==> config.mk <==
export PLATFORM = sky130hd
export DESIGN_NAME = min_radix_token_converter
export DESIGN_NICKNAME = d
export VERILOG_FILES = /design/src/sv/mrtc_pkg.sv /design/src/sv/mrtc_ctrl.sv /design/src/sv/mrtc_dp.sv /design/src/sv/min_radix_token_converter.sv
export SDC_FILE = /design/constraint.sdc
export NUM_CORES = 1
export LEC_CHECK = 0
export BUFFER_PORTS_ARGS = -buffer_cell sky130_fd_sc_hd__buf_2
export CAP_MARGIN = 0
export CORE_MARGIN = 8
export CORE_UTILIZATION = 58
export DETAILED_ROUTE_END_ITERATION = 8
export PLACE_DENSITY = 0.85
export SYNTH_ARGS = -nofsm -noshare
export SYNTH_HDL_FRONTEND = slang
export SYNTH_SLANG_ARGS = --single-unit
==> constraint.sdc <==
create_clock -name i_clk -period 6.22 [get_ports i_clk]
set_input_delay 0.933 -clock i_clk [delete_from_list [all_inputs] [get_ports i_clk]]
set_output_delay 0.933 -clock i_clk [all_outputs]
set_load 0.05 [all_outputs]
==> src/sv/mrtc_pkg.sv <==
`default_nettype none
// ----------------------------------------------------------------------------
// Minimum radix token converter package
// Shared widths, character codes, payload types and the digit decoder.
// ----------------------------------------------------------------------------
package mrtc_pkg;

    localparam int MAX_DIGITS = 32;
    localparam int IDX_W      = (MAX_DIGITS > 1) ? $clog2(MAX_DIGITS) : 1;
    localparam int LEN_W      = $clog2(MAX_DIGITS + 1);
    localparam int DIGIT_W    = 6;
    localparam int VALUE_W    = 31;
    localparam int PROD_W     = VALUE_W + DIGIT_W;

    localparam logic [VALUE_W-1:0] VALUE_MAX = {VALUE_W{1'b1}};

    localparam logic [7:0] CH_0       = 8'h30;
    localparam logic [7:0] CH_9       = 8'h39;
    localparam logic [7:0] CH_A_LOWER = 8'h61;
    localparam logic [7:0] CH_Z_LOWER = 8'h7A;
    localparam logic [7:0] CH_A_UPPER = 8'h41;
    localparam logic [7:0] CH_Z_UPPER = 8'h5A;
    localparam logic [7:0] CH_SPACE   = 8'h20;
    localparam logic [7:0] CH_TAB     = 8'h09;
    localparam logic [7:0] CH_LF      = 8'h0A;
    localparam logic [DIGIT_W-1:0] DIGIT_TEN = 6'd10;

    typedef struct packed {
        logic [7:0] char_code;
        logic       end_of_input;
    } t_in_item;

    typedef struct packed {
        logic               is_number;
        logic [DIGIT_W-1:0] min_base;
        logic [VALUE_W-1:0] value;
        logic               overflow;
    } t_out_item;

    typedef struct packed {
        logic               ok;
        logic [DIGIT_W-1:0] val;
    } t_digit;

    typedef struct packed {
        logic take;
        logic start;
        logic step;
        logic load;
    } t_cmd;

    typedef struct packed {
        logic close;
        logic done;
        logic out_free;
    } t_status;

    function automatic t_digit digit_of(input logic [7:0] ch);
        t_digit d;
        d.ok  = 1'b1;
        d.val = '0;
        if (ch >= CH_0 && ch <= CH_9) begin
            d.val = DIGIT_W'(ch - CH_0);
        end else if (ch >= CH_A_LOWER && ch <= CH_Z_LOWER) begin
            d.val = DIGIT_W'(ch - CH_A_LOWER) + DIGIT_TEN;
        end else if (ch >= CH_A_UPPER && ch <= CH_Z_UPPER) begin
            d.val = DIGIT_W'(ch - CH_A_UPPER) + DIGIT_TEN;
        end else begin
            d.ok = 1'b0;
        end
        return d;
    endfunction

endpackage
`default_nettype wire

==> src/sv/mrtc_ctrl.sv <==
`default_nettype none
// ----------------------------------------------------------------------------
// Minimum radix token converter controller
// Sequences collection of bytes and the Horner evaluation of a closed token.
// ----------------------------------------------------------------------------
module mrtc_ctrl (
    input  wire logic             i_clk,
    input  wire logic             i_rst_n,
    input  wire logic             i_in_valid,
    output logic                  o_in_stall,
    input  mrtc_pkg::t_status     i_status,
    output mrtc_pkg::t_cmd        o_cmd
);
    import mrtc_pkg::*;

    localparam logic S_COLLECT = 1'b0;
    localparam logic S_EVAL    = 1'b1;

    logic r_state;
    logic n_state;

    always_comb begin
        o_cmd       = '0;
        n_state     = r_state;
        o_in_stall  = (r_state != S_COLLECT);
        unique case (r_state)
            S_COLLECT: begin
                o_cmd.take  = i_in_valid;
                o_cmd.start = i_in_valid && i_status.close;
                if (o_cmd.start) begin
                    n_state = S_EVAL;
                end
            end
            S_EVAL: begin
                o_cmd.step = 1'b1;
                o_cmd.load = i_status.done && i_status.out_free;
                if (o_cmd.load) begin
                    n_state = S_COLLECT;
                end
            end
            default: begin
                n_state = S_COLLECT;
            end
        endcase
    end

    always_ff @(posedge i_clk) begin
        if (!i_rst_n) begin
            r_state <= S_COLLECT;
        end else begin
            r_state <= n_state;
        end
    end

endmodule
`default_nettype wire

==> src/sv/mrtc_dp.sv <==
`default_nettype none
// ----------------------------------------------------------------------------
// Minimum radix token converter datapath
// Token tracking, digit store, Horner multiply-add and the result register.
// ----------------------------------------------------------------------------
module mrtc_dp (
    input  wire logic                i_clk,
    input  wire logic                i_rst_n,
    input  mrtc_pkg::t_in_item       i_in_data,
    input  mrtc_pkg::t_cmd           i_cmd,
    output mrtc_pkg::t_status        o_status,
    output logic                     o_out_valid,
    input  wire logic                i_out_stall,
    output mrtc_pkg::t_out_item      o_out_data
);
    import mrtc_pkg::*;

    logic [DIGIT_W-1:0] r_store [MAX_DIGITS];
    logic [DIGIT_W-1:0] r_rd_data;

    logic [LEN_W-1:0]   r_len;
    logic [DIGIT_W-1:0] r_max;
    logic               r_in_token;
    logic               r_bad;
    logic               r_too_long;

    logic [LEN_W-1:0]   r_cnt;
    logic               r_rd_vld;
    logic [VALUE_W-1:0] r_acc;
    logic               r_sat;
    logic               r_out_vld;
    t_out_item          r_out;

    t_digit             w_dig;
    logic               w_sep;
    logic               w_wr_en;
    logic [IDX_W-1:0]   w_wr_addr;
    logic               w_issue;
    logic [DIGIT_W-1:0] w_radix;
    logic [PROD_W-1:0]  w_prod;
    logic [PROD_W:0]    w_sum;

    assign w_dig   = digit_of(i_in_data.char_code);
    assign w_sep   = (i_in_data.char_code == CH_SPACE) || (i_in_data.char_code == CH_TAB)
                     || (i_in_data.char_code == CH_LF);
    assign w_radix = r_max + DIGIT_W'(1);
    assign w_prod  = {{DIGIT_W{1'b0}}, r_acc} * {{VALUE_W{1'b0}}, w_radix};
    assign w_sum   = {1'b0, w_prod} + (PROD_W + 1)'(r_rd_data);
    assign w_issue = (r_cnt < r_len) && !r_sat && !r_bad;

    assign o_status.close    = r_in_token && (i_in_data.end_of_input || w_sep);
    assign o_status.done     = !w_issue && !r_rd_vld;
    assign o_status.out_free = !r_out_vld || !i_out_stall;

    always_comb begin
        w_wr_en   = 1'b0;
        w_wr_addr = r_len[IDX_W-1:0];
        if (i_cmd.take && !i_in_data.end_of_input && w_dig.ok) begin
            if (!r_in_token) begin
                w_wr_en   = 1'b1;
                w_wr_addr = '0;
            end else if (!w_sep && r_len < LEN_W'(MAX_DIGITS)) begin
                w_wr_en = 1'b1;
            end
        end
    end

    always_ff @(posedge i_clk) begin
        if (w_wr_en) begin
            r_store[w_wr_addr] <= w_dig.val;
        end
        r_rd_data <= r_store[r_cnt[IDX_W-1:0]];
    end

    always_ff @(posedge i_clk) begin
        if (!i_rst_n) begin
            r_len      <= '0;
            r_max      <= '0;
            r_in_token <= 1'b0;
            r_bad      <= 1'b0;
            r_too_long <= 1'b0;
        end else if (i_cmd.take) begin
            if (o_status.close) begin
                r_in_token <= 1'b0;
            end else if (!i_in_data.end_of_input) begin
                if (!r_in_token) begin
                    if (w_dig.ok) begin
                        r_in_token <= 1'b1;
                        r_len      <= LEN_W'(1);
                        r_max      <= w_dig.val;
                        r_bad      <= 1'b0;
                        r_too_long <= 1'b0;
                    end
                end else if (!w_dig.ok) begin
                    r_bad <= 1'b1;
                end else begin
                    if (w_dig.val > r_max) begin
                        r_max <= w_dig.val;
                    end
                    if (r_len < LEN_W'(MAX_DIGITS)) begin
                        r_len <= r_len + LEN_W'(1);
                    end else begin
                        r_too_long <= 1'b1;
                    end
                end
            end
        end
    end

    always_ff @(posedge i_clk) begin
        if (!i_rst_n) begin
            r_cnt    <= '0;
            r_rd_vld <= 1'b0;
            r_acc    <= '0;
            r_sat    <= 1'b0;
        end else if (i_cmd.start) begin
            r_cnt    <= '0;
            r_rd_vld <= 1'b0;
            r_acc    <= '0;
            r_sat    <= r_too_long;
        end else if (i_cmd.step) begin
            r_rd_vld <= w_issue;
            if (w_issue) begin
                r_cnt <= r_cnt + LEN_W'(1);
            end
            if (r_rd_vld && !r_sat) begin
                if (w_sum > (PROD_W + 1)'(VALUE_MAX)) begin
                    r_sat <= 1'b1;
                end else begin
                    r_acc <= w_sum[VALUE_W-1:0];
                end
            end
        end
    end

    always_ff @(posedge i_clk) begin
        if (!i_rst_n) begin
            r_out_vld <= 1'b0;
        end else if (i_cmd.load) begin
            r_out_vld <= 1'b1;
        end else if (!i_out_stall) begin
            r_out_vld <= 1'b0;
        end
    end

    always_ff @(posedge i_clk) begin
        if (i_cmd.load) begin
            if (r_bad) begin
                r_out <= '0;
            end else begin
                r_out.is_number <= 1'b1;
                r_out.min_base  <= w_radix;
                r_out.value     <= r_sat ? VALUE_MAX : r_acc;
                r_out.overflow  <= r_sat;
            end
        end
    end

    assign o_out_valid = r_out_vld;
    assign o_out_data  = r_out;

endmodule
`default_nettype wire

==> src/sv/min_radix_token_converter.sv <==
`default_nettype none
// ----------------------------------------------------------------------------
// Minimum radix token converter
// Splits a byte stream into tokens and reports, for each token, the smallest
// radix it reads in and its saturated value in that radix.
// ----------------------------------------------------------------------------
// Bytes inside a token are taken one per cycle. A closing transfer stalls the
// input while the Horner unit reads one stored digit per cycle; a broken or
// overlong token reads no digits, and the result waits while the previous
// result is still held. The result is registered and appears in the cycle
// after evaluation ends.
// Reset is synchronous and active low; it closes any open token and empties
// the result register. The digit store is not cleared.
// ----------------------------------------------------------------------------
module min_radix_token_converter (
    input  wire logic                i_clk,
    input  wire logic                i_rst_n,
    input  wire logic                i_in_valid,
    output logic                     o_in_stall,
    input  mrtc_pkg::t_in_item       i_in_data,
    output logic                     o_out_valid,
    input  wire logic                i_out_stall,
    output mrtc_pkg::t_out_item      o_out_data
);
    import mrtc_pkg::*;

    t_cmd    w_cmd;
    t_status w_status;

    mrtc_ctrl u_ctrl (
        .i_clk      (i_clk),
        .i_rst_n    (i_rst_n),
        .i_in_valid (i_in_valid),
        .o_in_stall (o_in_stall),
        .i_status   (w_status),
        .o_cmd      (w_cmd)
    );

    mrtc_dp u_dp (
        .i_clk       (i_clk),
        .i_rst_n     (i_rst_n),
        .i_in_data   (i_in_data),
        .i_cmd       (w_cmd),
        .o_status    (w_status),
        .o_out_valid (o_out_valid),
        .i_out_stall (i_out_stall),
        .o_out_data  (o_out_data)
    );

    a_load_ready: assert property (@(posedge i_clk) disable iff (!i_rst_n)
        w_cmd.load |-> (w_status.done && w_status.out_free))
        else $error("Result loaded before evaluation finished or while the output was full.");

    a_start_on_take: assert property (@(posedge i_clk) disable iff (!i_rst_n)
        w_cmd.start |-> (w_cmd.take && !o_in_stall))
        else $error("Evaluation started without a closing transfer.");

    a_load_shows: assert property (@(posedge i_clk) disable iff (!i_rst_n)
        w_cmd.load |=> o_out_valid)
        else $error("Loaded result not presented on the output.");

    a_no_take_in_eval: assert property (@(posedge i_clk) disable iff (!i_rst_n)
        w_cmd.step |-> !w_cmd.take)
        else $error("Input transfer taken during evaluation.");

endmodule
`default_nettype wire
### Yosys cells after proc, flatten, opt, wreduce, memory -nomap -nowiden

Memory sizes are Yosys's and may differ from the RTL's. A register that Yosys moved wholly into a read port is not among the register bits.
Index checks and enable logic that the tools add are counted.

* register bits after elaboration: 95
* bits in writable memories: 192
* input bits: 13
* output and inout bits: 41
* logic and storage cells: 132
* memories kept: 1

* $add $sub $neg: 9
* multiply operators: 1
* $lt $le $gt $ge: 10
* equal/unequal tests: 9
* muxes and demuxes: 44
* bitwise operators: 5
* reductions and logical operators: 38

Memory list
* u_dp.r_store: depth 32, bits a word 6, read ports 1, clocked after memory_dff 1, wr ports 1, line mrtc_dp.sv:18 `logic [DIGIT_W-1:0] r_store [MAX_DIGITS];`

Operators with widths (count)
* $mux 6: 11
* $mux 39: 1
* $add 37x6->38: 1
* $gt 38x31->1 const B: 1
* $mul 31x6->37: 1
* $mux 31: 1
* $mux 1: 26
* $reduce_and 5->1: 4
* $add 6x1->6 const B: 3
* $eq 8x4->1 const B: 2
* $ge 8x7->1 const B: 2
* $le 8x7->1 const B: 2
* $logic_and 1x1->1: 13
* $add 6x4->6 const B: 2
* $sub 6x6->6 const B: 2
* $mux 5: 2
* $eq 8x6->1 const B: 1
* $ge 8x6->1 const B: 1
* $le 8x6->1 const B: 1
* $logic_not 1->1: 8
* $ne 2x2->1 const B: 4
* $reduce_bool 2->1: 4
* $gt 6x6->1: 1
* $lt 6x6->1: 1
* 10 further kinds: 21

### Depth between registers and ports, before layout

* depth after elaboration: 12
* mapped depth: 24
* depth with buffers taken out: 22

### Hierarchy

From an unflattened synthesis, not the netlist that was laid out.

* cell total of the unflattened synthesis: 1615
* area, all modules: 18819.3 sq um

Modules (own cells, without submodules)
* mrtc_dp: instances 1, cells each 1607, area an instance 18746.7 sq um, seq. area each 8157.8 sq um
* mrtc_ctrl: instances 1, cells each 8, area an instance 72.6 sq um, seq. area each 20.0 sq um

### Least setup slack after synthesis

OpenSTA, ideal clock, no wires.

* kind: reg2reg
* start: register u_dp.r_max[0]
* end: register u_dp.r_acc[30]
* library setup time: 0.121 ns
* arrival: 6.116 ns
* path slack: -0.017 ns
* stages on the path, launching flop included: 23
* path buffers: 1
* period minus slack after synthesis: 6.237 ns
* cell sequence: dfxtp_1 ha_1 nand3_1 xnor2_1 clkbuf_1 nand2b_1 fa_1 fa_1 inv_1 fa_1 inv_1 fa_1 inv_1 ha_1 o211ai_1 a21oi_1 o211ai_1 or4b_4 a2111o_1 nand3_1 nand3_2 nor3_1 mux2_2

* word-level cells in the longest chain between the ends: 6

Ends and longest elaborated chain
* start, declared: line mrtc_dp.sv:22 `logic [DIGIT_W-1:0] r_max;`
* start signal, assigned: line mrtc_dp.sv:90 `r_max <= w_dig.val;`
* start signal, assigned: line mrtc_dp.sv:98 `r_max <= w_dig.val;`
* $add 6x1->6 *: line mrtc_dp.sv:46 `assign w_radix = r_max + DIGIT_W'(1);`
* $mul 31x6->37 *: line mrtc_dp.sv:47 `assign w_prod = {{DIGIT_W{1'b0}}, r_acc} * {{VALUE_W{1'b0}}, w_radix};`
* $add 37x6->38 *: line mrtc_dp.sv:48 `assign w_sum = {1'b0, w_prod} + (PROD_W + 1)'(r_rd_data);`
* $gt 38x31->1: line mrtc_dp.sv:127 `if (w_sum > (PROD_W + 1)'(VALUE_MAX)) begin`
* $not 1->1 (no line)
* $reduce_and 3->1 (no line)
* end signal, assigned: line mrtc_dp.sv:130 `r_acc <= w_sum[VALUE_W-1:0];`
* end, declared: line mrtc_dp.sv:29 `logic [VALUE_W-1:0] r_acc;`

Mark *: on every way between the ends. The rest lies on a longest branch, timed or not.
A chain may end at the register's enable or synchronous reset.

### Worst setup path in the final report

* start: register u_dp.r_max[0]
* end: register u_dp.r_acc[6]

Same word-level chain as after synthesis.

==> results.yml <==
setup_path:
  setup.worst_path.end: "u_dp.r_acc[6]"
  rrSetupSlack_ns: 0.03
  critical_path_required_ns: 6.73
  cp_max_fo: 11
  r2r_cells: 24
  critical_path_buf_inv_count: 8
  path_depth: 24
  reg2reg_from: "u_dp.r_max[0]"
  crit_slowest_cell: "fa_1"
  cp-startpoint: "u_dp.r_max[0]"
  r2r-end: "u_dp.r_acc[6]"
  cp.arrival_ns: 6.70
  slowest_delay_ns: 0.59
  crit_chain: "buf_4 -> buf_12 -> nand3_4 -> xnor2_4 -> buf_6 -> clkbuf_16 -> nor2b_1 -> fa_1 -> inv_1 -> fa_1 -> inv_1 -> fa_1 -> ha_4 -> ha_4 -> buf_4 -> nand4_1 -> o21bai_4 -> a41oi_2 -> or4b_4 -> a222oi_1 -> buf_4 -> nand3_4 -> or4_1 -> a21oi_1"
  worst_setup_path_end_kind: "flip-flop"
  cp-start-kind: "flip-flop"
  crit_family: "adder cells"
  crit_type: "flip-flop to flip-flop"
cells_and_area:
  layout.nets: 1945
  fin_cells: 2170
  area_growth_pct: 17.2
  fillCellCount: 2076
  drive_gt1_frac: 0.221
run:
  maxCapViolations: 0
die:
  die-area_sq_mm: 0.0386
  die_y_microns: 196
  die_w_microns: 196
  core_area_sq_mm: 0.0323
  num_rows: 66
  ios: 54
  initial_core_util: 0.584
timing:
  relSlewSlack: 0.115
  finClkSkew_ns: 0.0185
  fin_ws_ns: 0.0304
  slew_viol_final: 0
  period_share: 0.995
  fmax_mhz: 162
  hold_viol_final: 0
  setup_viol: 0
  worst_pin_slew_ns: 1.33
  fin_crit_ns: 6.19
power_and_ir_drop:
  power.density_mw_per_mm2: 185
  power_frac_comb: 0.043
  p_leak_nw: 8.49
  ir_drop_uv: 283
  power.share.switching: 0.227
  internal-power_mw: 3.15
  p_sw_uw: 928
  pwr-share-seq: 0.519
  pwr-share-clk: 0.438
global_route:
  grt_first_pass_wirelength_microns: 74800
  grt_max_degree: 53
  grt_pass1_vias: 13600
  grt_overflow: 0
  grt_use_total: 0.245
  antenna_found_initial: 4
drt:
  num_vias: 13600
  drt_pass1_iterations: 5
  drc: 0
  wl_microns: 50200
  dr.first_iter.drc_count: 1315
  avgViaCountPerCell: 6.24
  wl_per_cell_microns: 23.2
  drtAntennaViolNets: 0
status:
  status: "completed"
clocking:
  clockRootBuffer: "clkbuf_16"
  ctsHoldBuffers: 0
  cts.sinks: 293
  clk_latency_ns: 0.59
  cts_max_path_buffers: 3
  cts_max_level: 1
  cts_buffers: 30
  path_clk_slew_ns: 0.07
  cts_tree: "done"
synthesis:
  syn-num-nets: 1841
  synth_cell_types: 74
  synth-seq-area-share: 0.433
  yosys.area.top_type: "edfxtp_1"
  netlist_instances: 1600
  netlist_area_sq_mm: 0.0189
  synth_top_area_share: 0.368
  syn_avg_cell_area_sq_um: 11.8
  synth_edf_count: 231
  synth_ff_type: "edfxtp_1"
  ys_async_sr_fraction: 0
  ys_seq_elements: 293
  yosys_warnings: 0
  ys_top_cells_by_area: "edfxtp_1 (37%), fa_1 (13%), ha_1 (7.2%)"
place:
  placed_cells: 2083
  port_buffers: 53
  hpwlAfterDp_microns: 32200
  dp_slack_ns: -0.194
  gp_congestion: 0.984
worst_hold_path:
  hold_class: "flip-flop to flip-flop"
-- cells in the final DEF (no fill, tap or decap), types with 13 or more instances in the layout --
master     instances
a21oi_1           62
nor2_1           150
fa_1             120
buf_4             74
and2_1            45
dfxtp_1           57
ha_1              74
nand4_1           47
nand2b_1          25
buf_2             53
clkbuf_16         35
xnor2_1           23
nand2_1           80
ha_4              32
o21ai_0           22
o31ai_1           28
nor2b_1           97
edfxtp_1         231
mux4_2            60
xor2_1            13
a21oi_2           13
a21o_1            21
inv_1            115
-- power by group through the flow --
stage          Clock (mW)  Sequential, mW  Combinational [mW]
3_3_place_gp            0            2.16               0.139
4_1_cts              1.80            2.12               0.153
6_report             1.79            2.12               0.174
2_1_floorplan           0            2.17              0.0802
5_1_grt              1.87            2.12               0.183
3_5_place_dp            0            2.16               0.148
-- sequential cells by signal, indices dropped and copies added, names as in the netlist, 6 cells and up --
name and count:
u_dp.r_rd_data 6, u_dp.r_max 6, u_dp.r_acc 31, u_dp.r_cnt 6, u_dp.o_out_data 39, u_dp.r_store 192, u_dp.r_len 6
-- worst min-delay path by stage --
| stage | slack (ns) | cells past startpoint | endpoint | start |
|---|---|---|---|---|
| after floorplan | 0.44 | 2 | u_dp.r_too_long | u_dp.r_too_long |
| after global placement | 0.46 | 2 | u_dp.r_too_long | u_dp.r_too_long |
| after detailed placement | 0.47 | 2 | u_dp.r_too_long | u_dp.r_too_long |
| after CTS | 0.49 | 2 | u_dp.r_too_long | u_dp.r_too_long |
| after global routing | 0.53 | 2 | u_dp.r_too_long | u_dp.r_too_long |
| final | 0.49 | 2 | u_dp.r_too_long | u_dp.r_too_long |
-- timing repair --
item,CTS,global route
setup endpoints to repair,32,32
setup buffers,1,24
pin swaps,5,78
cloned,0,5
gates resized for setup,12,120
-- worst register-to-register path, stage by stage, from the launching register on --
cell and delay, ns:
dfxtp_4 0.38, buf_4 0.12, buf_12 0.14, nand3_4 0.10
xnor2_4 0.23, buf_6 0.16, clkbuf_16 0.17, nor2b_1 0.07
fa_1 0.49, inv_1 0.06, fa_1 0.54, inv_1 0.06
fa_1 0.59, ha_4 0.23, ha_4 0.28, buf_4 0.14
nand4_1 0.20, o21bai_4 0.20, a41oi_2 0.15, or4b_4 0.56
a222oi_1 0.27, buf_4 0.19, nand3_4 0.10, or4_1 0.53
a21oi_1 0.15
-- layout make-up --
| type | instances | area (sq um) | area share |
|---|---|---|---|
| Timing Repair Buffer | 155 | 1300 | 0.0590 |
| Tap cell | 442 | 553 | 0.0250 |
| Clock buffer | 36 | 773 | 0.0350 |
| Antenna cell | 1 | 2.50 | 0.000113 |
| Multi-Input combinational cell | 1104 | 10600 | 0.481 |
| Clock inverter | 19 | 194 | 0.00877 |
| Inverter | 120 | 450 | 0.0204 |
| Sequential cell | 293 | 8190 | 0.370 |
-- through the flow --
step / setup TNS [ns] / instance area [sq um] / hold WS (ns) / util / power (mW)
after floorplan: 0 / 18900 / 0.437 / - / 2.25
after global placement: 0 / 20000 / 0.464 / 0.619 / 2.30
after detailed placement: -4.57 / 20000 / 0.472 / 0.619 / 2.31
after CTS: 0 / 21000 / 0.488 / 0.651 / 4.07
after global routing: -1.80 / 22100 / 0.531 / 0.685 / 4.17
final: 0 / 22100 / 0.490 / 0.685 / 4.08
-- cells by family (layout without fill, tap and decap cells) --
logic type	Yosys count	after routing	synth area share
and+or+nand+nor	524	524	0.142
DFF	293	293	0.433
AOI/OAI and AO/OA	237	237	0.0843
adders and majority gates	228	228	0.199
buffers and inverters	203	330	0.0423
muxes	75	75	0.0800
xor gates and xnor gates	40	40	0.0186
other	0	1	0
-- cells in the mapped netlist (5+ instances only) --
master    instances
nand2b_1         27
nand2_1          83
a211oi_1          9
and2_1           46
or3_1             6
mux4_2           60
nor2b_1         106
xnor2_1          26
clkbuf_1         59
a21o_1           21
o21bai_1          5
a31oi_1           7
nand4_1          47
edfxtp_1        231
inv_1           120
o21a_1           12
o21ai_0          26
xor2_1           14
fa_1            120
and3_1            9
nor2_1          155
nand3_1          10
o31ai_1          29
a21oi_1          72
nor4_1            7
nor3_1           13
buf_1             8
o211ai_1          9
mux2i_1           8
dfxtp_1          62
ha_1            108
buf_2            11
mux2_2            7
-- layer usage --
metal  share of wire  track usage
met1            0.38        0.320
met5         0.00072            0
met2            0.49        0.409
met3           0.087       0.0397
met4           0.047       0.0918
Note: power is estimated with default switching activity, not from simulation.
